File: src/design/ddeo_pkg.sv
// ----------------------------------------------------------------------------
// ddeo_pkg
// Shared types, constants and the CORDIC arctangent table for the odometry block.
// ----------------------------------------------------------------------------
package ddeo_pkg;

  localparam int unsigned CordicStepsDefault = 16;
  localparam logic [31:0] DistPerCountReset  = 32'd65536;
  localparam logic [31:0] AnglePerCountReset = 32'd65536;
  localparam logic [30:0] JumpLimitReset     = 31'd12000;
  localparam logic [30:0] GainQ30            = 31'd652032875;
  localparam logic [33:0] DsClamp            = 34'h2_0000_0000;

  // register indexes
  localparam logic [1:0] RegDistPerCount  = 2'd0;
  localparam logic [1:0] RegAnglePerCount = 2'd1;
  localparam logic [1:0] RegJumpLimit     = 2'd2;

  // classified sample handed from front to back
  typedef struct packed {
    logic        rejected;
    logic [32:0] sum;   // dl + dr, signed
    logic [32:0] diff;  // dr - dl, signed
  } ddeo_job_t;

  function automatic logic [31:0] atan_lookup(input logic [4:0] i);
    logic [31:0] r;
    unique case (i)
      5'd0:  r = 32'd536870912;
      5'd1:  r = 32'd316933406;
      5'd2:  r = 32'd167458907;
      5'd3:  r = 32'd85004756;
      5'd4:  r = 32'd42667331;
      5'd5:  r = 32'd21354465;
      5'd6:  r = 32'd10679838;
      5'd7:  r = 32'd5340245;
      5'd8:  r = 32'd2670163;
      5'd9:  r = 32'd1335087;
      5'd10: r = 32'd667544;
      5'd11: r = 32'd333772;
      5'd12: r = 32'd166886;
      5'd13: r = 32'd83443;
      5'd14: r = 32'd41722;
      5'd15: r = 32'd20861;
      5'd16: r = 32'd10430;
      5'd17: r = 32'd5215;
      5'd18: r = 32'd2608;
      5'd19: r = 32'd1304;
      5'd20: r = 32'd652;
      5'd21: r = 32'd326;
      5'd22: r = 32'd163;
      5'd23: r = 32'd81;
      5'd24: r = 32'd41;
      5'd25: r = 32'd20;
      5'd26: r = 32'd10;
      5'd27: r = 32'd5;
      5'd28: r = 32'd3;
      5'd29: r = 32'd1;
      5'd30: r = 32'd1;
      default: r = 32'd0;
    endcase
    return r;
  endfunction

endpackage

File: src/design/ddeo_queue.sv
// ----------------------------------------------------------------------------
// ddeo_queue
// Two-entry queue of classified jobs between front and back.
// ----------------------------------------------------------------------------
module ddeo_queue import ddeo_pkg::*; (
  input  logic      clk,
  input  logic      rst,
  input  logic      push,
  input  ddeo_job_t push_data,
  output logic      full,
  input  logic      pop,
  output logic      not_empty,
  output ddeo_job_t pop_data
);

  ddeo_job_t   entry [2];
  logic        wr_ptr;
  logic        rd_ptr;
  logic [1:0]  count;

  assign full      = (count == 2'd2);
  assign not_empty = (count != 2'd0);
  assign pop_data  = entry[rd_ptr];

  always_ff @(posedge clk) begin
    if (push) entry[wr_ptr] <= push_data;
  end

  // advance pointers and count
  always_ff @(posedge clk) begin
    if (rst) begin
      wr_ptr <= 1'b0;
      rd_ptr <= 1'b0;
      count  <= 2'd0;
    end else begin
      if (push) wr_ptr <= !wr_ptr;
      if (pop)  rd_ptr <= !rd_ptr;
      count <= count + {1'b0, push} - {1'b0, pop};
    end
  end

endmodule

File: config.mk
export PLATFORM = sky130hd
export DESIGN_NAME = ddeo_queue
export DESIGN_NICKNAME = d
export VERILOG_FILES = /design/src/design/ddeo_pkg.sv /design/src/design/ddeo_queue.sv
export SDC_FILE = /design/constraint.sdc
export NUM_CORES = 1
export LEC_CHECK = 0
export BUFFER_PORTS_ARGS = -buffer_cell sky130_fd_sc_hd__buf_2
export CORE_UTILIZATION = 35
export DETAILED_ROUTE_END_ITERATION = 7
export PLACE_DENSITY = 0.54
export SLEW_MARGIN = 10
export SYNTH_ARGS = -nofsm -noshare
export SYNTH_HDL_FRONTEND = slang
export SYNTH_SLANG_ARGS = --single-unit
File: constraint.sdc
create_clock -name clk -period 5.59 [get_ports clk]
set_clock_uncertainty 0.2 [all_clocks]
set_input_delay 0.559 -clock clk [delete_from_list [all_inputs] [get_ports clk]]
set_output_delay 0.559 -clock clk [all_outputs]
set_load 0.005 [all_outputs]
Yosys cells after proc, flatten, opt, wreduce, memory -nomap -nowiden. Memory sizes are Yosys's and may differ from the RTL's. A register that Yosys moved wholly into a read port is not among the register bits. Index checks and enable logic that the tools add are counted.

Register bits: 4. RAM bits: 134. Output and inout port bits: 69. Logic and storage cells: 14. Memories kept: 1.

Memories: entry (words 2, bits a word 67, read ports 1, clocked after memory_dff 1, wr ports 1, line ddeo_queue.sv:16) `ddeo_job_t entry [2];`.

Add/subtract/negate cells: 2. Equal/unequal tests: 1. Mux-type cells: 4. Reduce and logical (&&, ||, !) cells: 3.

Operators with widths (number): 2-to-1 mux 1 bit (4); adder 2 x 1 -> 2 bit (1); == test 2 bit (second input constant) (1); zero test 1 bit (2); nonzero test 2 bit (1); subtractor 2 x 1 -> 2 bit (1).

Logic depth before layout (Yosys ltp). Gate-level depths: netlist (run 1).

Depth after elaboration: 3. Gate-level depth with buffers: 6. Depth with buffers taken out: 6.

Worst setup path after synthesis (run 1). No wires, ideal clock.

Kind: input port to flip-flop. Start point: input push. End point: memory entry[0][0] (netlist bit) (enable). Arrival: 3.502 ns. Required time: 4.890 ns. Slack: 1.388 ns. Stages on the path: 1. Path buffers: 0. Cell sequence: nor2b_1.

Word-level cells in the longest chain between the ends: 2.

RTL lines: from (decl) (line ddeo_queue.sv:8) `input logic push,`; 2-to-1 mux 1 bit (line ddeo_queue.sv:26) `if (push) entry[wr_ptr] <= push_data;`; 2-to-1 mux 1 bit (not written as such) (line ddeo_queue.sv:26); to (decl) (line ddeo_queue.sv:16).

No other way between the ends.

==> flow_summary.json, run 1 <==
{
  "status": "finished clean",
  "nets": 454,
  "utilization": 0.4602,
  "cts_buffers": 17,
  "path_max_fanout": 67,
  "swShare": 0.2039,
  "power_switching_w": 0.0005363,
  "synth_top_cell_area_share": 0.7789,
  "postCtsSetupBuffers": 0,
  "grt_pass1_wl_um": 13120,
  "synth_largest_area_cell": "edfxtp_1",
  "diodes": 0,
  "power.leakage_nw": 2.573,
  "async_reset_ff_frac": 0,
  "ant_nets": 0,
  "grt_antenna_before_repair": 0,
  "crit_slowest_cell": "dfxtp_4",
  "yosysWarnings": 0,
  "core_sq_um": 14480,
  "area.growth.synth_to_final_pct": 28.99,
  "dpl.cell_count": 546,
  "layout.cells.non_filler": 578,
  "ir_drop_mv": 0.1820,
  "num-fill-cells": 1275,
  "die_h_um": 123.5,
  "place_area_sq_um": 6057,
  "clkLatencyLatePin_ns": 0.41,
  "htreeDepth": 4,
  "cp.required_ns": 4.83,
  "clk_pin_slew_worst_paths_ns": 0.06,
  "slew_violations": 0,
  "worst_pin_slew_ns": 1.093,
  "layout-drive-gt1-share": 0.6066,
  "die_x_um": 123.5,
  "finalSetupViolations": 0,
  "grt.total_usage": 0.1221,
  "synth.most_common_cell": "edfxtp_1",
  "tns_ns": 0,
  "drtPass1Iterations": 4,
  "synth_seq_cells": 139,
  "yosysSeqAreaShare": 0.7983,
  "grt_pass1_vias": 2649,
  "synth_edf_count": 134,
  "synth_ff_type": "edfxtp_1",
  "powerDensity_nw_per_um2": 394.8,
  "io_pins": 140,
  "worstSetupPathType": "register to output pin",
  "cts_tree": "done",
  "row_count": 44,
  "worstSetupStartpointType": "register",
  "stdcell_area_sq_um": 6664,
  "route.detailed.drc": 0,
  "totalWireLength_um": 8789,
  "max-slew-margin-rel": 0.2717,
  "p_total_w": 0.002631,
  "first_iter_violations": 82,
  "start_util": 0.3568,
  "cts.sinks": 139,
  "netlist_area_sq_um": 5166,
  "place_congestion": 0.6648,
  "clkPwrFrac": 0.436,
  "numPortBuffers": 139,
  "grt_overflow": 0,
  "combPwrFrac": 0.086,
  "worst-path-buf-inv": 1,
  "clk_path_buf_depth": 2,
  "finalCriticalPeriod_ns": 2.846,
  "timing.fmax_mhz": 351.4,
  "routedWlPerCell_um": 15.21,
  "rsz0062_at_grt": "false",
  "crit_family": "flip-flops",
  "grt_max_degree": 68,
  "post_synth.cell_area_avg_sq_um": 22.56,
  "yosys-top-cells-area": "edfxtp_1 (78%), mux2_4 (8.7%), mux2_2 (8.1%)",
  "cts_hold_buf": 0,
  "endpoint_kind": "output pin",
  "intPower_w": 0.002094,
  "drv_cap": 0,
  "crit_chain": "mux2_2, buf_2",
  "vias_per_cell": 4.484,
  "die-area_sq_um": 15250,
  "seqPwrFrac": 0.477,
  "cts_resized": 0,
  "via_count": 2592,
  "cts_root_buf": "clkbuf_16",
  "synth.distinct_cells": 15,
  "crit_arrival_ns": 2.09,
  "synthCells": 229,
  "hold_violations": 0,
  "syn_nets": 302,
  "place_hpwl_um": 5248,
  "hold_path.class": "input port to register",
  "min_period_over_period": 0.5091,
  "cpPeakStageDelay_ns": 1.07,
  "yosys-top-cells-count": "edfxtp_1 (134), mux2_2 (37), mux2_4 (30)"
}
## kinds of logic after synthesis
group,share of synthesized area
xor gates and xnor gates,0.007750
adders and majority gates,0.004843
buffers and inverters,0.01235
DFF,0.7983
muxes,0.1678
and+or+nand+nor,0.008962
## power groups by stage
stage | clock network (W) | registers (W) | logic [W]
floorplan | 0 | 0.00125 | 0.000148
global placement | 0 | 0.00128 | 0.000229
detailed placement | 0 | 0.00128 | 0.000232
CTS | 0.00118 | 0.00126 | 0.000233
global route | 0.00121 | 0.00127 | 0.000251
finish | 0.00115 | 0.00126 | 0.000227
## metrics by stage
| step | hold WS (ns) | setup slack [ns] |
|---|---|---|
| after global placement | 0.2950 | 2.852 |
| after global routing | 0.1059 | 2.603 |
| after CTS | 0.1076 | 2.659 |
| after floorplan | 0.2799 | 1.388 |
| after detailed placement | 0.3072 | 2.801 |
| final | 0.1298 | 2.744 |
## worst paths after layout
kind	from	endpoint	slack (ns)	cells after the start
max	register	pop_data[66]	2.74	2
min	push_data[10]	entry[0][10]$_DFFE_PP_	0.13	1
max reg2reg	wr_ptr$_SDFFE_PP0P_	entry[0][34]$_DFFE_PP_	3.23	2
min reg2reg	rd_ptr$_SDFFE_PP0P_	rd_ptr$_SDFFE_PP0P_	0.32	2
## layout make-up
| class | count | area (sq um) | share of cell area |
|---|---|---|---|
| clock buffer | 19 | 432.9 | 0.06496 |
| tap | 184 | 230.2 | 0.03455 |
| sequential | 139 | 4128 | 0.6194 |
| timing repair buffer | 140 | 703.2 | 0.1055 |
| inverter | 2 | 7.507 | 0.001127 |
| clock inverter | 13 | 173.9 | 0.02610 |
| multi-input combinational | 81 | 988.4 | 0.1483 |
## layer usage
metal	vias up	global-route usage	part of all wire
li1	1208	-	-
met1	1271	0.1400	0.41
met2	96	0.1868	0.49
met3	17	0.05627	0.078
met4	0	0.07229	0.024
met5	-	0	0
## cell usage in the layout (no fill, tap or decap)
cell type / instances
xnor2_1: 2
buf_2: 139
edfxtp_1: 134
buf_4: 1
and2_4: 1
nor2b_4: 1
clkinvlp_4: 3
inv_6: 1
mux2_4: 30
clkinv_2: 3
inv_1: 2
nor2_1: 4
clkbuf_16: 17
mux2_2: 37
nor2b_1: 2
ha_1: 2
clkinv_1: 2
dfxtp_4: 1
xnor3_1: 1
clkbuf_1: 2
or2_2: 1
dfxtp_1: 4
bufinv_16: 4
## flip-flops by register name, summed over array words and instances, names as in the netlist, named ones only
| name | cells |
|---|---|
| rd_ptr | 1 |
| wr_ptr | 1 |
| entry | 134 |
| count | 2 |
## worst reg2reg max path, cell delays in order, from the launching register on
cell	delay, ns
dfxtp_1	0.35
nor2b_4	0.83
buf_4	0.58
Note: power is estimated with default switching activity, not from simulation.
==> run 2, diff against run 1 <==
- ABC_AREA: unset -> 1
- clock period: 5.59 -> 2.8 ns (I/O delays scaled with it)
==> flow_summary.json, run 2 <==
{
  "grt_pass1_wl_um": 13920,
  "grt_pass1_vias": 2924,
  "cts_tree": "done",
  "die_h_um": 123.6,
  "via_count": 2901,
  "vias_per_cell": 4.369,
  "power.leakage_nw": 2.936,
  "layout-drive-gt1-share": 0.5083,
  "core_sq_um": 14480,
  "tns_ns": 0,
  "numPortBuffers": 139,
  "max-slew-margin-rel": 0.5610,
  "synth_seq_cells": 139,
  "synth_largest_area_cell": "edfxtp_1",
  "yosysWarnings": 0,
  "synth.distinct_cells": 15,
  "finalSetupViolations": 0,
  "grt_max_degree": 48,
  "worstSetupStartpointType": "register",
  "start_util": 0.3572,
  "num-fill-cells": 1232,
  "hold_path.class": "register to register",
  "clkPwrFrac": 0.442,
  "drv_cap": 0,
  "netlist_area_sq_um": 5171,
  "powerDensity_nw_per_um2": 718.0,
  "cts_root_buf": "clkbuf_16",
  "reg_top3": "entry: 134 flops, count: 2 flops",
  "totalWireLength_um": 9405,
  "area.growth.synth_to_final_pct": 44.08,
  "slew_violations": 0,
  "seqPwrFrac": 0.458,
  "power_switching_w": 0.001058,
  "clk_path_buf_depth": 2,
  "status": "finished clean",
  "hold_violations": 0,
  "postCtsSetupBuffers": 0,
  "row_count": 44,
  "drtPass1Iterations": 4,
  "place_hpwl_um": 5688,
  "endpoint_kind": "output pin",
  "crit_slowest_cell": "dfxtp_4",
  "ir_drop_mv": 0.3620,
  "regArea_sq_um": 4128,
  "swShare": 0.1977,
  "final_common_cell": "buf_2",
  "diodes": 0,
  "place_congestion": 0.6211,
  "nets": 540,
  "yosysSeqAreaShare": 0.7975,
  "utilization": 0.5146,
  "clkLatencyLatePin_ns": 0.41,
  "post_synth.cell_area_avg_sq_um": 21.64,
  "routedWlPerCell_um": 14.16,
  "grt_antenna_before_repair": 0,
  "yosys-top-cells-area": "edfxtp_1 (78%), mux2_4 (8.7%), mux2_2 (8.1%)",
  "combPwrFrac": 0.100,
  "synth_edf_count": 134,
  "synth_top_cell_area_share": 0.7781,
  "worst_pin_slew_ns": 0.6586,
  "io_pins": 140,
  "path_max_fanout": 22,
  "min_period_over_period": 0.8153,
  "htreeDepth": 4,
  "synthCells": 239,
  "grt_overflow": 0,
  "syn_nets": 312,
  "grt.total_usage": 0.1263,
  "timing.fmax_mhz": 438.0,
  "cp.required_ns": 2.32,
  "rsz0062_at_grt": "false",
  "crit_arrival_ns": 1.80,
  "final_cell_mix": "buf_2 (139), edfxtp_1 (134), dlygate4sd3_1 (71)",
  "die_x_um": 123.6,
  "clk_pin_slew_worst_paths_ns": 0.05,
  "finalCriticalPeriod_ns": 2.283,
  "largest_reg_flops": 134,
  "intPower_w": 0.004292,
  "multi_input_area_sq_um": 968.4,
  "crit_chain": "buf_4, mux2_2, buf_2",
  "first_iter_violations": 132,
  "cts_buffers": 17,
  "regMostFlops": "entry",
  "synth.most_common_cell": "edfxtp_1",
  "cpPeakStageDelay_ns": 0.56,
  "ant_nets": 0,
  "route.detailed.drc": 0,
  "synth_ff_type": "edfxtp_1",
  "async_reset_ff_frac": 0,
  "die-area_sq_um": 15260,
  "yosys-top-cells-count": "edfxtp_1 (134), mux2_2 (37), mux2_4 (30)",
  "cts.sinks": 139,
  "worstSetupPathType": "register to output pin"
}
run 2: metal layers:
| layer | GRT usage | up-vias | wire, um |
|---|---|---|---|
| met5 | 0 | - | 0 |
| met4 | 0.04970 | 0 | 86 |
| met2 | 0.2060 | 94 | 4647 |
| met1 | 0.1464 | 1415 | 4074 |
| li1 | - | 1384 | - |
| met3 | 0.05397 | 8 | 597 |
run 2: cell type report:
type                       count  area share
tap                          184     0.03090
sequential                   139      0.5540
clock buffer                  18     0.05760
multi-input combinational     85      0.1300
timing repair buffer         216      0.1965
inverter                       8    0.004030
clock inverter                14     0.02704
run 2: cell families after synthesis:
logic type	synth area share
DFF	0.7975
buffers and inverters	0.01669
AOI/OAI and AO/OA	0.0009669
muxes	0.1677
and+or+nand+nor	0.01065
xor gates and xnor gates	0.001694
adders and majority gates	0.004838
run 2: power by group through the flow:
stage          combinational [W]  sequential, W  clock (W)
3_5_place_dp            0.000466        0.00249          0
2_1_floorplan           0.000271        0.00248          0
5_1_grt                 0.000590        0.00246    0.00250
4_1_cts                 0.000546        0.00245    0.00242
6_report                0.000536        0.00245    0.00237
3_3_place_gp            0.000458        0.00249          0
run 2: path summary, 6_finish.rpt:
kind / depth (start not counted) / start / slack, ns / end
worst max-delay path: 3 / register / 0.52 / pop_data[66]
worst min-delay path: 2 / rd_ptr$_SDFFE_PP0P_ / 0.33 / rd_ptr$_SDFFE_PP0P_
worst max register to register: 3 / wr_ptr$_SDFFE_PP0P_ / 1.14 / entry[1][55]$_DFFE_PP_
worst min register to register: 2 / rd_ptr$_SDFFE_PP0P_ / 0.33 / rd_ptr$_SDFFE_PP0P_
run 2: metrics by stage:
stage / instances / power (W) / hold WS [ns] / worst slack, ns / cell area [sq um]
after global routing: 664 / 0.005551 / 0.3794 / 0.4025 / 7451
final: 664 / 0.005350 / 0.3256 / 0.5171 / 7451
after CTS: 664 / 0.005417 / 0.3247 / 0.4468 / 7451
after detailed placement: 561 / 0.002960 / 0.2711 / 0.8986 / 6110
after global placement: 561 / 0.002946 / 0.2674 / 0.9066 / 6110
after floorplan: 239 / 0.002746 / 0.1512 / 0.09778 / 5174
run 2: timing repair:
action / CTS / global route
endpoints found under the hold margin: 139 / 0
hold buffers: 71 / 0
resized for setup: 0 / 0
run 2: critical path, delay by kind of cell (launching register included):
kind / cells / cell delay [ns]
mux: 1 / 0.36
buf+inv: 2 / 0.46
flops: 1 / 0.56
