<file path="config.mk">
export PLATFORM = sky130hd
export DESIGN_NAME = ddeo_front_flat
export DESIGN_NICKNAME = d
export VERILOG_FILES = /design/src/design/ddeo_pkg.sv /design/src/design/ddeo_if.sv /design/src/design/ddeo_front.sv /design/src/flat_wrapper.sv
export SDC_FILE = /design/constraint.sdc
export NUM_CORES = 1
export LEC_CHECK = 0
export BUFFER_PORTS_ARGS = -buffer_cell sky130_fd_sc_hd__buf_4
export CORE_MARGIN = 2
export CORE_UTILIZATION = 55
export CTS_CLUSTER_SIZE = 28
export DETAILED_ROUTE_END_ITERATION = 12
export GPL_TIMING_DRIVEN = 0
export HOLD_SLACK_MARGIN = 0.02
export MAX_ROUTING_LAYER = met4
export PLACE_DENSITY = 0.76
export SLEW_MARGIN = 20
export SYNTH_ARGS = -nofsm -noshare
export SYNTH_HDL_FRONTEND = slang
export SYNTH_SLANG_ARGS = --single-unit
</file>
<file path="constraint.sdc">
create_clock -name clk -period 7 [get_ports clk]
set_input_delay 0.7 -clock clk [delete_from_list [all_inputs] [get_ports clk]]
set_output_delay 0.7 -clock clk [all_outputs]
set_load 0.005 [all_outputs]
</file>
<file path="src/design/ddeo_pkg.sv">
// ----------------------------------------------------------------------------
// ddeo_pkg
// Shared types, constants and the CORDIC arctangent table for the odometry block.
// ----------------------------------------------------------------------------
package ddeo_pkg;

  localparam int unsigned CordicStepsDefault = 16;
  localparam logic [31:0] DistPerCountReset  = 32'd65536;
  localparam logic [31:0] AnglePerCountReset = 32'd65536;
  localparam logic [30:0] JumpLimitReset     = 31'd12000;
  localparam logic [30:0] GainQ30            = 31'd652032875;
  localparam logic [33:0] DsClamp            = 34'h2_0000_0000;

  // register indexes
  localparam logic [1:0] RegDistPerCount  = 2'd0;
  localparam logic [1:0] RegAnglePerCount = 2'd1;
  localparam logic [1:0] RegJumpLimit     = 2'd2;

  // classified sample handed from front to back
  typedef struct packed {
    logic        rejected;
    logic [32:0] sum;   // dl + dr, signed
    logic [32:0] diff;  // dr - dl, signed
  } ddeo_job_t;

  function automatic logic [31:0] atan_lookup(input logic [4:0] i);
    logic [31:0] r;
    unique case (i)
      5'd0:  r = 32'd536870912;
      5'd1:  r = 32'd316933406;
      5'd2:  r = 32'd167458907;
      5'd3:  r = 32'd85004756;
      5'd4:  r = 32'd42667331;
      5'd5:  r = 32'd21354465;
      5'd6:  r = 32'd10679838;
      5'd7:  r = 32'd5340245;
      5'd8:  r = 32'd2670163;
      5'd9:  r = 32'd1335087;
      5'd10: r = 32'd667544;
      5'd11: r = 32'd333772;
      5'd12: r = 32'd166886;
      5'd13: r = 32'd83443;
      5'd14: r = 32'd41722;
      5'd15: r = 32'd20861;
      5'd16: r = 32'd10430;
      5'd17: r = 32'd5215;
      5'd18: r = 32'd2608;
      5'd19: r = 32'd1304;
      5'd20: r = 32'd652;
      5'd21: r = 32'd326;
      5'd22: r = 32'd163;
      5'd23: r = 32'd81;
      5'd24: r = 32'd41;
      5'd25: r = 32'd20;
      5'd26: r = 32'd10;
      5'd27: r = 32'd5;
      5'd28: r = 32'd3;
      5'd29: r = 32'd1;
      5'd30: r = 32'd1;
      default: r = 32'd0;
    endcase
    return r;
  endfunction

endpackage

</file>
<file path="src/design/ddeo_if.sv">
// ----------------------------------------------------------------------------
// ddeo_in_if / ddeo_out_if
// Valid/ready channels for encoder samples and pose results.
// ----------------------------------------------------------------------------
interface ddeo_in_if;
  logic        valid;
  logic        ready;
  logic [31:0] left_count;
  logic [31:0] right_count;
  modport source (output valid, left_count, right_count, input ready);
  modport sink (input valid, left_count, right_count, output ready);
endinterface


</file>
<file path="src/design/ddeo_front.sv">
// ----------------------------------------------------------------------------
// ddeo_front
// Accepts counts, forms wrap-around deltas, checks the jump limit, pushes a job.
// ----------------------------------------------------------------------------
module ddeo_front import ddeo_pkg::*; (
  input  logic        clk,
  input  logic        rst,
  ddeo_in_if.sink     in_ch,
  input  logic [30:0] jump_limit,
  input  logic        q_full,
  output logic        q_push,
  output ddeo_job_t   q_data
);

  logic [31:0] prev_left;
  logic [31:0] prev_right;
  logic [31:0] dl;
  logic [31:0] dr;
  logic [31:0] al;
  logic [31:0] ar;

  assign in_ch.ready = !q_full;
  assign q_push      = in_ch.valid && !q_full;

  // deltas as previous minus current, read signed
  assign dl = prev_left - in_ch.left_count;
  assign dr = prev_right - in_ch.right_count;
  assign al = dl[31] ? (32'd0 - dl) : dl;
  assign ar = dr[31] ? (32'd0 - dr) : dr;

  always_comb begin
    q_data.rejected = !((al < {1'b0, jump_limit}) && (ar < {1'b0, jump_limit}));
    q_data.sum      = {dl[31], dl} + {dr[31], dr};
    q_data.diff     = {dr[31], dr} - {dl[31], dl};
  end

  // take the new counts on every push, rejected or not
  always_ff @(posedge clk) begin
    if (rst) begin
      prev_left  <= '0;
      prev_right <= '0;
    end else if (q_push) begin
      prev_left  <= in_ch.left_count;
      prev_right <= in_ch.right_count;
    end
  end

endmodule

</file>
<file path="src/flat_wrapper.sv">
// flat-port wrapper written by rule: the top's interface ports become plain ports
module ddeo_front_flat import ddeo_pkg::*;
  (clk, rst, jump_limit, q_full, q_push, q_data, in_ch_valid, in_ch_left_count, in_ch_right_count, in_ch_ready);
  ddeo_in_if in_ch_i ();
  input  logic clk;
  input  logic rst;
  input  logic [30:0] jump_limit;
  input  logic q_full;
  output logic q_push;
  output ddeo_job_t q_data;
  input wire logic [$bits(in_ch_i.valid)-1:0] in_ch_valid;
  input wire logic [$bits(in_ch_i.left_count)-1:0] in_ch_left_count;
  input wire logic [$bits(in_ch_i.right_count)-1:0] in_ch_right_count;
  output wire logic [$bits(in_ch_i.ready)-1:0] in_ch_ready;
  assign in_ch_i.valid = in_ch_valid;
  assign in_ch_i.left_count = in_ch_left_count;
  assign in_ch_i.right_count = in_ch_right_count;
  assign in_ch_ready = in_ch_i.ready;
  ddeo_front u_core (.clk(clk), .rst(rst), .in_ch(in_ch_i), .jump_limit(jump_limit), .q_full(q_full), .q_push(q_push), .q_data(q_data));
endmodule
</file>
## After elaboration in Yosys (flattened, before gate mapping)

Index checks and enable logic that the tools add are counted.
Widths: inputs -> output; s select.

| storage, ports and cells | value |
|---|---|
| register bits after elaboration | 64 |
| input port bits | 99 |
| output and inout bits | 69 |
| word-level logic and storage cells | 16 |

| operators by class | value |
|---|---|
| $add $sub $neg | 6 |
| order comparisons | 2 |
| multiplexer cells | 2 |
| reduce and logical (&&, ||, !) cells | 4 |

Operators by type and width:

| kind | count |
|---|---|
| $lt 32x31->1 | 2 |
| $mux 32 | 2 |
| $sub 1x32->32 const A | 2 |
| $sub 32x32->32 | 2 |
| $add 32x32->33 | 1 |
| $sub 32x32->33 | 1 |
| $logic_and 1x1->1 | 2 |
| $logic_not 1->1 | 2 |

## Logic depth before layout (Yosys ltp)

Gate-level depths: netlist (run 1).

| depth | value |
|---|---|
| depth after elaboration | 6 |
| gate-level depth with buffers | 26 |
| depth with buffers taken out | 25 |

## Least setup slack after synthesis (run 1)

OpenSTA, ideal clock, no wires.

| timing | value |
|---|---|
| path type | in2out |
| start | input port in_ch_right_count[11] |
| end | output port q_data[66] (netlist name) |
| data arrival time | 5550 ps |
| data required time | 6300 ps |
| path slack | 750 ps |
| cell stages on the path | 25 |
| buffers on the path | 2 |
| cell sequence | inv_1 ha_1 clkbuf_1 and4_1 nand3_1 a2111o_1 a21boi_0 nor2_1 o311ai_0 a21oi_1 xor2_1 clkbuf_1 a21oi_1 xor2_1 ha_1 a21o_1 a21o_1 a21oi_1 o211a_1 o211ai_1 o311ai_0 a21oi_1 or4_1 a41oi_1 o21ai_0 |

RTL lines:

| item | RTL line | source |
|---|---|---|
| start: declaration | flat_wrapper.sv:13 | `input wire logic [$bits(in_ch_i.right_count)-1:0] in_ch_right_count;` |
| end: declaration | flat_wrapper.sv:10 | `output ddeo_job_t q_data;` |

==> results of run 1 <==
-- Yosys cell counts, types with 20 or more instances --
cell	instances
a21o_1	46
a21oi_1	203
clkbuf_1	52
dfxtp_1	64
ha_1	187
inv_1	190
nand2_1	206
nand3_1	22
nand4_1	22
nor2_1	117
nor2b_1	20
nor3_1	45
o21ai_0	73
o21bai_1	28
xnor2_1	113
xor2_1	38
-- worst paths after layout --
kind | start | end | slack, ps | cells after the start
worst max-delay path | in_ch_left_count[1] | q_data[66] | 160 | 22
worst min-delay path | u_core.prev_right[27]$_SDFFE_PP0P_ | u_core.prev_right[27]$_SDFFE_PP0P_ | 460 | 2
worst max register to register | u_core.prev_left[30]$_SDFFE_PP0P_ | u_core.prev_left[30]$_SDFFE_PP0P_ | 6280 | 2
worst min register to register | u_core.prev_right[27]$_SDFFE_PP0P_ | u_core.prev_right[27]$_SDFFE_PP0P_ | 460 | 2
-- timing repair --
item / 4_1_cts / 5_1_grt
cloned: 0 / 0
endpoints found under the setup margin: 2 / 2
pin swaps: 11 / 23
buffers inserted: 8 / 8
gates resized for setup: 53 / 82
-- registers in the layout, summed over array words and instances, names as in the netlist --
register / cells
u_core.prev_left: 32
u_core.prev_right: 32
-- where the power goes --
group / switching [mW] / internal, mW / total, mW
combinational: 1.20 / 1.03 / 2.24
clock: 0.178 / 0.323 / 0.501
sequential: 0.00983 / 0.381 / 0.391
total: 1.39 / 1.74 / 3.13
-- worst min-delay path, cell delays in order, from the launching register on --
cell,delay (ps)
dfxtp_1,310
nand2_1,50
a21oi_1,50
-- routing by layer --
metal	GRT usage, %	routed length (µm)	part of all wire (%)
met1	42.76	17200	48
met2	50.00	16270	45
met3	2.681	1834	5.1
met4	8.785	798	2.2
met5	-	0	0
-- per-stage QoR --
step                hold WS (ps)  cell area, µm²
CTS                        460.4           14120
detailed placement         452.9           13510
global route               471.7           14560
floorplan                  436.3           11920
global placement           443.1           13510
finish                     456.3           14560
-- area by class of cell --
type	count	area (µm²)	area share (%)
Sequential cell	64	1281	8.800
Buffer	53	235.2	1.616
Timing Repair Buffer	182	1366	9.385
Clock inverter	6	92.59	0.6360
Multi-Input combinational cell	1403	10280	70.62
Inverter	191	719.4	4.942
Tap cell	275	344.1	2.363
Clock buffer	10	239.0	1.641
-- kinds of logic after synthesis --
kind of cell,Yosys count
adder cells (fa/ha/maj),191
multiplexers,2
AND/OR/NAND/NOR,530
XOR/XNOR,152
AO/OA/AOI/OAI,528
buffers and inverters,248
flip-flops,64
==> results summary, run 1 <==
The arrival time of the worst setup path is approximately 6100 ps. The maximum ir drop on the vdd rail is approximately 170 µV. The synthesized netlist devotes around 20% of its cell area to adder and majority cells. The worst hold path belongs to the class register to register. The net count after synthesis is 2005. The register area share after synthesis came out at approximately 11%.

Hold repair after CTS inserted 0 buffers. The effective utilization at floorplan is approximately 56%. The initialized floorplan defines 53 standard-cell rows. At the worst endpoint, the required time is 6300 ps.

The cell area that synthesis handed to floorplanning was approximately 0.012 mm². In the synthesized netlist the dominant register cell turns out to be dfxtp_1. The category of the most critical setup path is primary input to output pin.

In the post-synthesis netlist, the biggest area contributors are ha_1 20%, dfxtp_1 11%, a21oi_1 8.5%, xnor2_1 8.3%, nand2_1 6.5%. The number of pins with negative max-slew slack in the final report is 0. For the final database, setup skew stands at 0 ps.

The post-detailed-route wirelength per cell came out at 16.53 µm. In the synthesized netlist, mux cells make up less than 1% of the area. The final setup violation count is 0. The total iterations of the first detailed-routing run came out at 6.

Leaving out fill and tap cells, the most frequent cell in the layout is nand2_1. The initial antenna violation count is 0. The remaining max-slew budget at the tightest pin came out at between 30% and 40%.

The wire length after detailed routing is 36110 µm. The synthesized netlist devotes between 20% and 30% of its cell area to compound gates. The worst stage delay on the critical path came out at 630 ps. The number of inserted filler cells in the final layout is ~1900.

The number of violations of the max-capacitance limit is 0. OpenSTA, run right after detailed placement, puts the worst setup slack at -969.0 ps. The sum of negative setup slack is 0 ps. The number of buffers created by CTS came out at 9. The number of synthesized register bits came out at 64. The first global-routing pass estimated about 56000 µm of wire. The achievable clock frequency came out at 146.2 MHz. The cell type contributing the most total cell area after synthesis is ha_1. After the first detailed-routing iteration, the DRC count stood at 757. After synthesis, the largest family of logic cells by area is compound AO/OA/AOI/OAI gates. The post-synthesis to final-layout area growth is 22.16%. The worst-case clock buffer depth is 2. The kind of start point of the critical path is a primary input.

The maximum number of pins on one net before global-route repair is 13. The number of buffers and inverters on the critical path is 3. The share of synthesized registers carrying an async set or reset came out at 0%. Setup repair after global routing could not meet its margin everywhere. The flow ran to the end, and the final reports show no timing, DRC or antenna violations. The final-report hold violation count is 0. Grouping stages by cell kind, the critical path spends the most delay in compound AO/OA/AOI/OAI gates. The number of flops mapped to enable cells by yosys came out at 0.

The area of the die came out at between 0.02 and 0.025 mm². The share of the synthesized netlist area taken by xor and xnor gates came out at 11.23%. The antenna violation net count after detailed routing is 0. The clock net in this run drives a total of 64 sinks. The number of global-route vias before repair is 11520. The final weighted congestion of routability-driven global placement is 0.9531. The signal on the critical path passes through buf_4 > inv_1 > ha_1 > nor2b_1 > o2111a_2 > o311ai_0 > nand2_1 > xnor2_1 > and4_2 > or3b_4 > o21ai_2 > xnor2_1 > ha_1 > a21o_1 > a21oi_2 > o311ai_1 > o31ai_2 > a21oi_1 > or4_1 > a41oi_2 > o21ai_0 > buf_4. The count of cell types in the netlist came out at 79. Summed over all layers, the global routing overflow is 0. The count of inserted antenna diode cells is 0.

In this run the worst path has a maximum fanout of 6. STA classifies the critical path endpoint as an output pin. The core occupancy in the finished layout is 68.82%. Cells with a size suffix above 1 make up 16.19% of the layout. At the end of the flow, the number of nets in the layout was between 2000 and 2500. The synthesized design devotes to its leading area cell type 19.63% of total area. Clock-pin slew was measured on the worst setup and hold paths at roughly 60 ps. The source-to-sink clock delay at the later pin of the worst-skew pair came out at 340 ps. The area fraction in and, or, nand and nor cells after synthesis is 20.90%. After layout, the design draws a total of 3.128 mW. The worst path uses about 98% of the clock period.

The worst path in the final design needs a cycle of 6838 ps, including I/O delays and setup. Counting every instance in the synthesized netlist gives 1715. TritonCTS built the clock tree. Once layout is complete, the cells apart from fillers number 2184. The placed instance count is about 2200. The Yosys warning count is 0. In this run the horizontal extent of the chip is 151.2 µm.

The slew at the pin with the worst max-slew slack is roughly 940 ps. The routed via count divided by cell count came out at 5.880. Leaving out fill and tap cells, the most frequent cells in the layout are 206 x nand2_1, 193 x a21oi_1, 189 x inv_1, 184 x buf_4, 179 x ha_1.

The number of primary I/O pins is 168. The via count came out at 12840. The leakage power came out at 6.879 nW. The total track usage is between 30% and 40%. The count of port buffers added during placement is ~170. For this design the ratio of total power to cell area is 214.9 mW/mm².

The number of H-tree levels is 3. The overall die height came out at 151.2 µm. For this run, design rule violations remaining after detail routing come to 0. In this run the clock root is driven by a clkbuf_16. The core region is between 0.02 and 0.025 mm². The placed wire-length estimate after detailed placement is 29530 µm.

After synthesis, the mean cell area works out to 6.949 µm². The slowest stage cell on the critical path is o311ai_0. Setup slack on the critical path of the routed design comes to 161.8 ps.
No activity file was read; power rests on OpenSTA's default activity.
==> inputs of run 2 (changes only) <==
--- a/config.mk
+++ b/config.mk
@@ -8,12 +8,12 @@
 export BUFFER_PORTS_ARGS = -buffer_cell sky130_fd_sc_hd__buf_4
 export CORE_MARGIN = 2
 export CORE_UTILIZATION = 55
+export CTS_CLUSTER_DIAMETER = 120
 export CTS_CLUSTER_SIZE = 28
 export DETAILED_ROUTE_END_ITERATION = 12
 export GPL_TIMING_DRIVEN = 0
-export HOLD_SLACK_MARGIN = 0.02
 export MAX_ROUTING_LAYER = met4
-export PLACE_DENSITY = 0.76
+export PLACE_DENSITY = 0.77
 export SLEW_MARGIN = 20
 export SYNTH_ARGS = -nofsm -noshare
 export SYNTH_HDL_FRONTEND = slang
==> results summary, run 2 (synthesis gave the netlist of run 1 again) <==
The number of inserted filler cells in the final layout is 1906 (+1.3%). The slew at the pin with the worst max-slew slack came to 890.9 ps (-49.04 ps). The class of the worst hold path is register to register.

The area of the die came out at 0.02286 mm² (unchanged). The cell count of the worst hold path came out at 2 (unchanged). The worst stage delay on the critical path was 600 ps (-30 ps).

The critical register-to-register path startpoint is u_core.prev_left[30]$_SDFFE_PP0P_. The number of buffers created by CTS came out at 9 (unchanged). The worst reg2reg path depth is 2 (unchanged). The time the final worst path needs with I/O delays and setup is 7014 ps (+175.4 ps).

The number of design-rule violations left by the first detailed-router iteration came out at 678 (-10%). The count of port buffers added during placement came out at 166 (unchanged). The cell area after placement came out at 0.01351 mm² (unchanged). The total track usage was 31.23% (-0.21 points). The post-detailed-route DRC marker count was 0 (unchanged). The placed wire-length estimate after detailed placement came out at 29510 µm (about the same). The worst setup path is captured at an output pin.

The number of clock sinks seen by CTS was 64 (unchanged). The checks that failed: negative setup slack. The critical-path maximum fanout was 8 (+2). The power per cell area came out at 214.9 mW/mm² (about the same). The number of pins with negative max-slew slack in the final report is 0 (unchanged).

The count of inserted antenna diode cells came out at 0 (unchanged). The maximum number of pins on one net before global-route repair is 12 (-1). The slowest stage cell on the critical path is or4_4. The post-synthesis to final-layout area growth is 20.90%. The wire length of the first global-routing pass is 55970 µm (-0.81%). The placed instance count came out at 2156 (unchanged). The number of global-route vias before repair came to 11650 (+1.1%). The number of nets in the final layout came out at 2183 (-0.50%). The post-detailed-route wirelength per cell is 16.59 µm (+0.35%). The overflow left after global routing is 0 (unchanged).

The ratio of cells with drive above 1 in the final layout came to 15.13% (-1.1 points). Walking the worst path, the cells encountered are buf_4 > inv_1 > ha_2 > and4_1 > and4_1 > o311ai_0 > a211o_2 > and2_4 > xnor2_2 > or4_4 > or3b_4 > o21ai_1 > xnor2_1 > ha_1 > a21o_1 > a21oi_2 > o311ai_1 > o31ai_2 > a21oi_1 > or4_1 > a41oi_1 > o21ai_0 > buf_4. The number of hold buffers added after CTS was 0 (unchanged). The arrival time of the worst setup path came to 6310 ps (+170 ps).

The number of violations of the max-capacitance limit is 0 (unchanged). The row count is 53 (unchanged). The maximum ir drop on the vdd rail came to 148.4 µV (-11%). The final standard cell area without fillers is 0.01441 mm² (-1.0%). The overall die height is 151.2 µm (unchanged).

The final-report hold violation count came out at 0 (unchanged). The final setup violation count is 1 (+1). The total iterations of the first detailed-routing run came out at 5 (-1). The die span in x came out at 151.2 µm (unchanged). In this run the most critical hold path is launched from u_core.prev_right[27]$_SDFFE_PP0P_. In the layout the commonest cells are 206 x nand2_1, 197 x a21oi_1, 189 x inv_1, 182 x ha_1, 175 x buf_4. The category of the most critical setup path is primary input to output pin. The achievable clock frequency came out at 142.6 MHz (-2.5%). The clock tree from TritonCTS is built. The final weighted congestion of routability-driven global placement is 0.9553 (+0.23%). The via count came out at 12770 (-0.58%).

The largest registers in the layout are u_core.prev_left x32, u_core.prev_right x32. Leaving out fill and tap cells, the most frequent cell in the layout is nand2_1. Setup repair after global routing could not meet its margin everywhere. The data required time of the critical path is 6300 ps (about the same).

The final worst-path setup slack came out at -13.62 ps (-175.4 ps). The number of H-tree levels came out at 3 (unchanged). The antenna violation net count after detailed routing is 0 (unchanged). The initial antenna violation count was 0 (unchanged).

The routed via count divided by cell count is 5.879 (about the same). The worst-case clock buffer depth is 2 (unchanged). The count of non-filler cells in the finished layout came out at 2172 (-0.55%). The effective utilization at floorplan came out at 56.34% (unchanged). The period utilization is 100.2% (+2.5 points). The flow ran to the end, but the final reports show violations. The maximum clock skew at final layout is 0 ps (unchanged). The number of primary I/O pins is 168 (unchanged). The kind of start point of the critical path is a primary input. The worst hold path terminates at u_core.prev_right[27]$_SDFFE_PP0P_.

The tree is rooted in a clkbuf_16. The register clock-pin slew on the reported worst setup and hold paths came out at 50 ps (about the same). The post-place setup slack came to -939.6 ps (+29.36 ps). The core area came to 0.02115 mm² (unchanged). The endpoint identified for the worst register-to-register timing path is u_core.prev_left[30]$_SDFFE_PP0P_.

The source-to-sink clock delay at the later pin of the worst-skew pair is 330 ps (about the same). The remaining max-slew budget at the tightest pin was 39.07% (+2.2 points). The register-to-register setup slack is 6290 ps (about the same).

The leakage power came to 6.864 nW (-0.22%). The wire length after detailed routing was 36030 µm (-0.20%).
run 2: cell count changes in the layout (fill, tap and decap cells not counted), moves of 2 or more:
cell / change
ha_1: +3
buf_4: -9
a21oi_2: -4
clkbuf_1: -2
o311ai_0: +2
o2111a_2: -2
o2111a_1: +2
clkinv_4: -2
a21oi_1: +4
clkinvlp_4: -2
ha_2: -2
run 2: timing repair:
item / 4_1_cts / 5_1_grt
resized for setup: 49 / 67
pin swaps: 4 / 23
buffers inserted: 2 / 6
endpoints found under the setup margin: 2 / 3
run 2: per-stage QoR:
step / hold slack (ps) / total power, mW / setup TNS [ps] / utilization (%)
2_1_floorplan: 436.3 / 1.769 / 0 / -
3_3_place_gp: 443.6 / 2.475 / -1314 / 63.86
3_5_place_dp: 450.7 / 2.511 / -1244 / 63.88
4_1_cts: 457.9 / 3.034 / 0 / 66.38
5_1_grt: 473.7 / 3.354 / -145.5 / 68.11
6_report: 454.7 / 3.097 / -13.62 / 68.11
run 2: worst max path at each step:
stage | startpoint | endpoint | cells after the start
finish | in_ch_left_count[12] | q_data[66] | 23
global route | in_ch_left_count[1] | q_data[66] | 23
CTS | in_ch_left_count[0] | q_data[66] | 25
detailed placement | in_ch_left_count[1] | q_data[66] | 27
global placement | in_ch_right_count[5] | q_data[66] | 25
floorplan | in_ch_right_count[11] | q_data[66] | 25
run 2: final cells by class:
cell class	instances	area [µm²]	share of cell area (%)
buffer	50	221.5	1.537
clock buffer	12	256.5	1.780
clock inverter	3	65.06	0.4515
inverter	191	719.4	4.993
multi-input combinational	1403	10210	70.89
sequential	64	1281	8.892
tap	275	344.1	2.388
timing repair buffer	174	1306	9.066
run 2: power by group:
| part | total, mW | leakage [nW] | switching, mW | internal, mW |
|---|---|---|---|---|
| sequential | 0.391 | 0.523 | 0.00963 | 0.382 |
| clock | 0.490 | 0.159 | 0.161 | 0.328 |
| combinational | 2.22 | 6.18 | 1.19 | 1.02 |
| total | 3.10 | 6.86 | 1.36 | 1.73 |
run 2: layer usage:
metal	GRT usage [%]	wire, µm	vias to the layer above
li1	-	-	6438
met1	41.77	17040	5898
met2	50.05	16370	373
met3	2.801	1763	60
met4	9.533	862	0
met5	-	0	-
run 2: critical path: cells and delay by family:
family | cells | cell delay (ps)
AOI/OAI and AO/OA | 10 | 2150
and+or+nand+nor | 6 | 2130
adders and majority gates | 2 | 690
xor gates and xnor gates | 2 | 320
buffers and inverters | 3 | 300
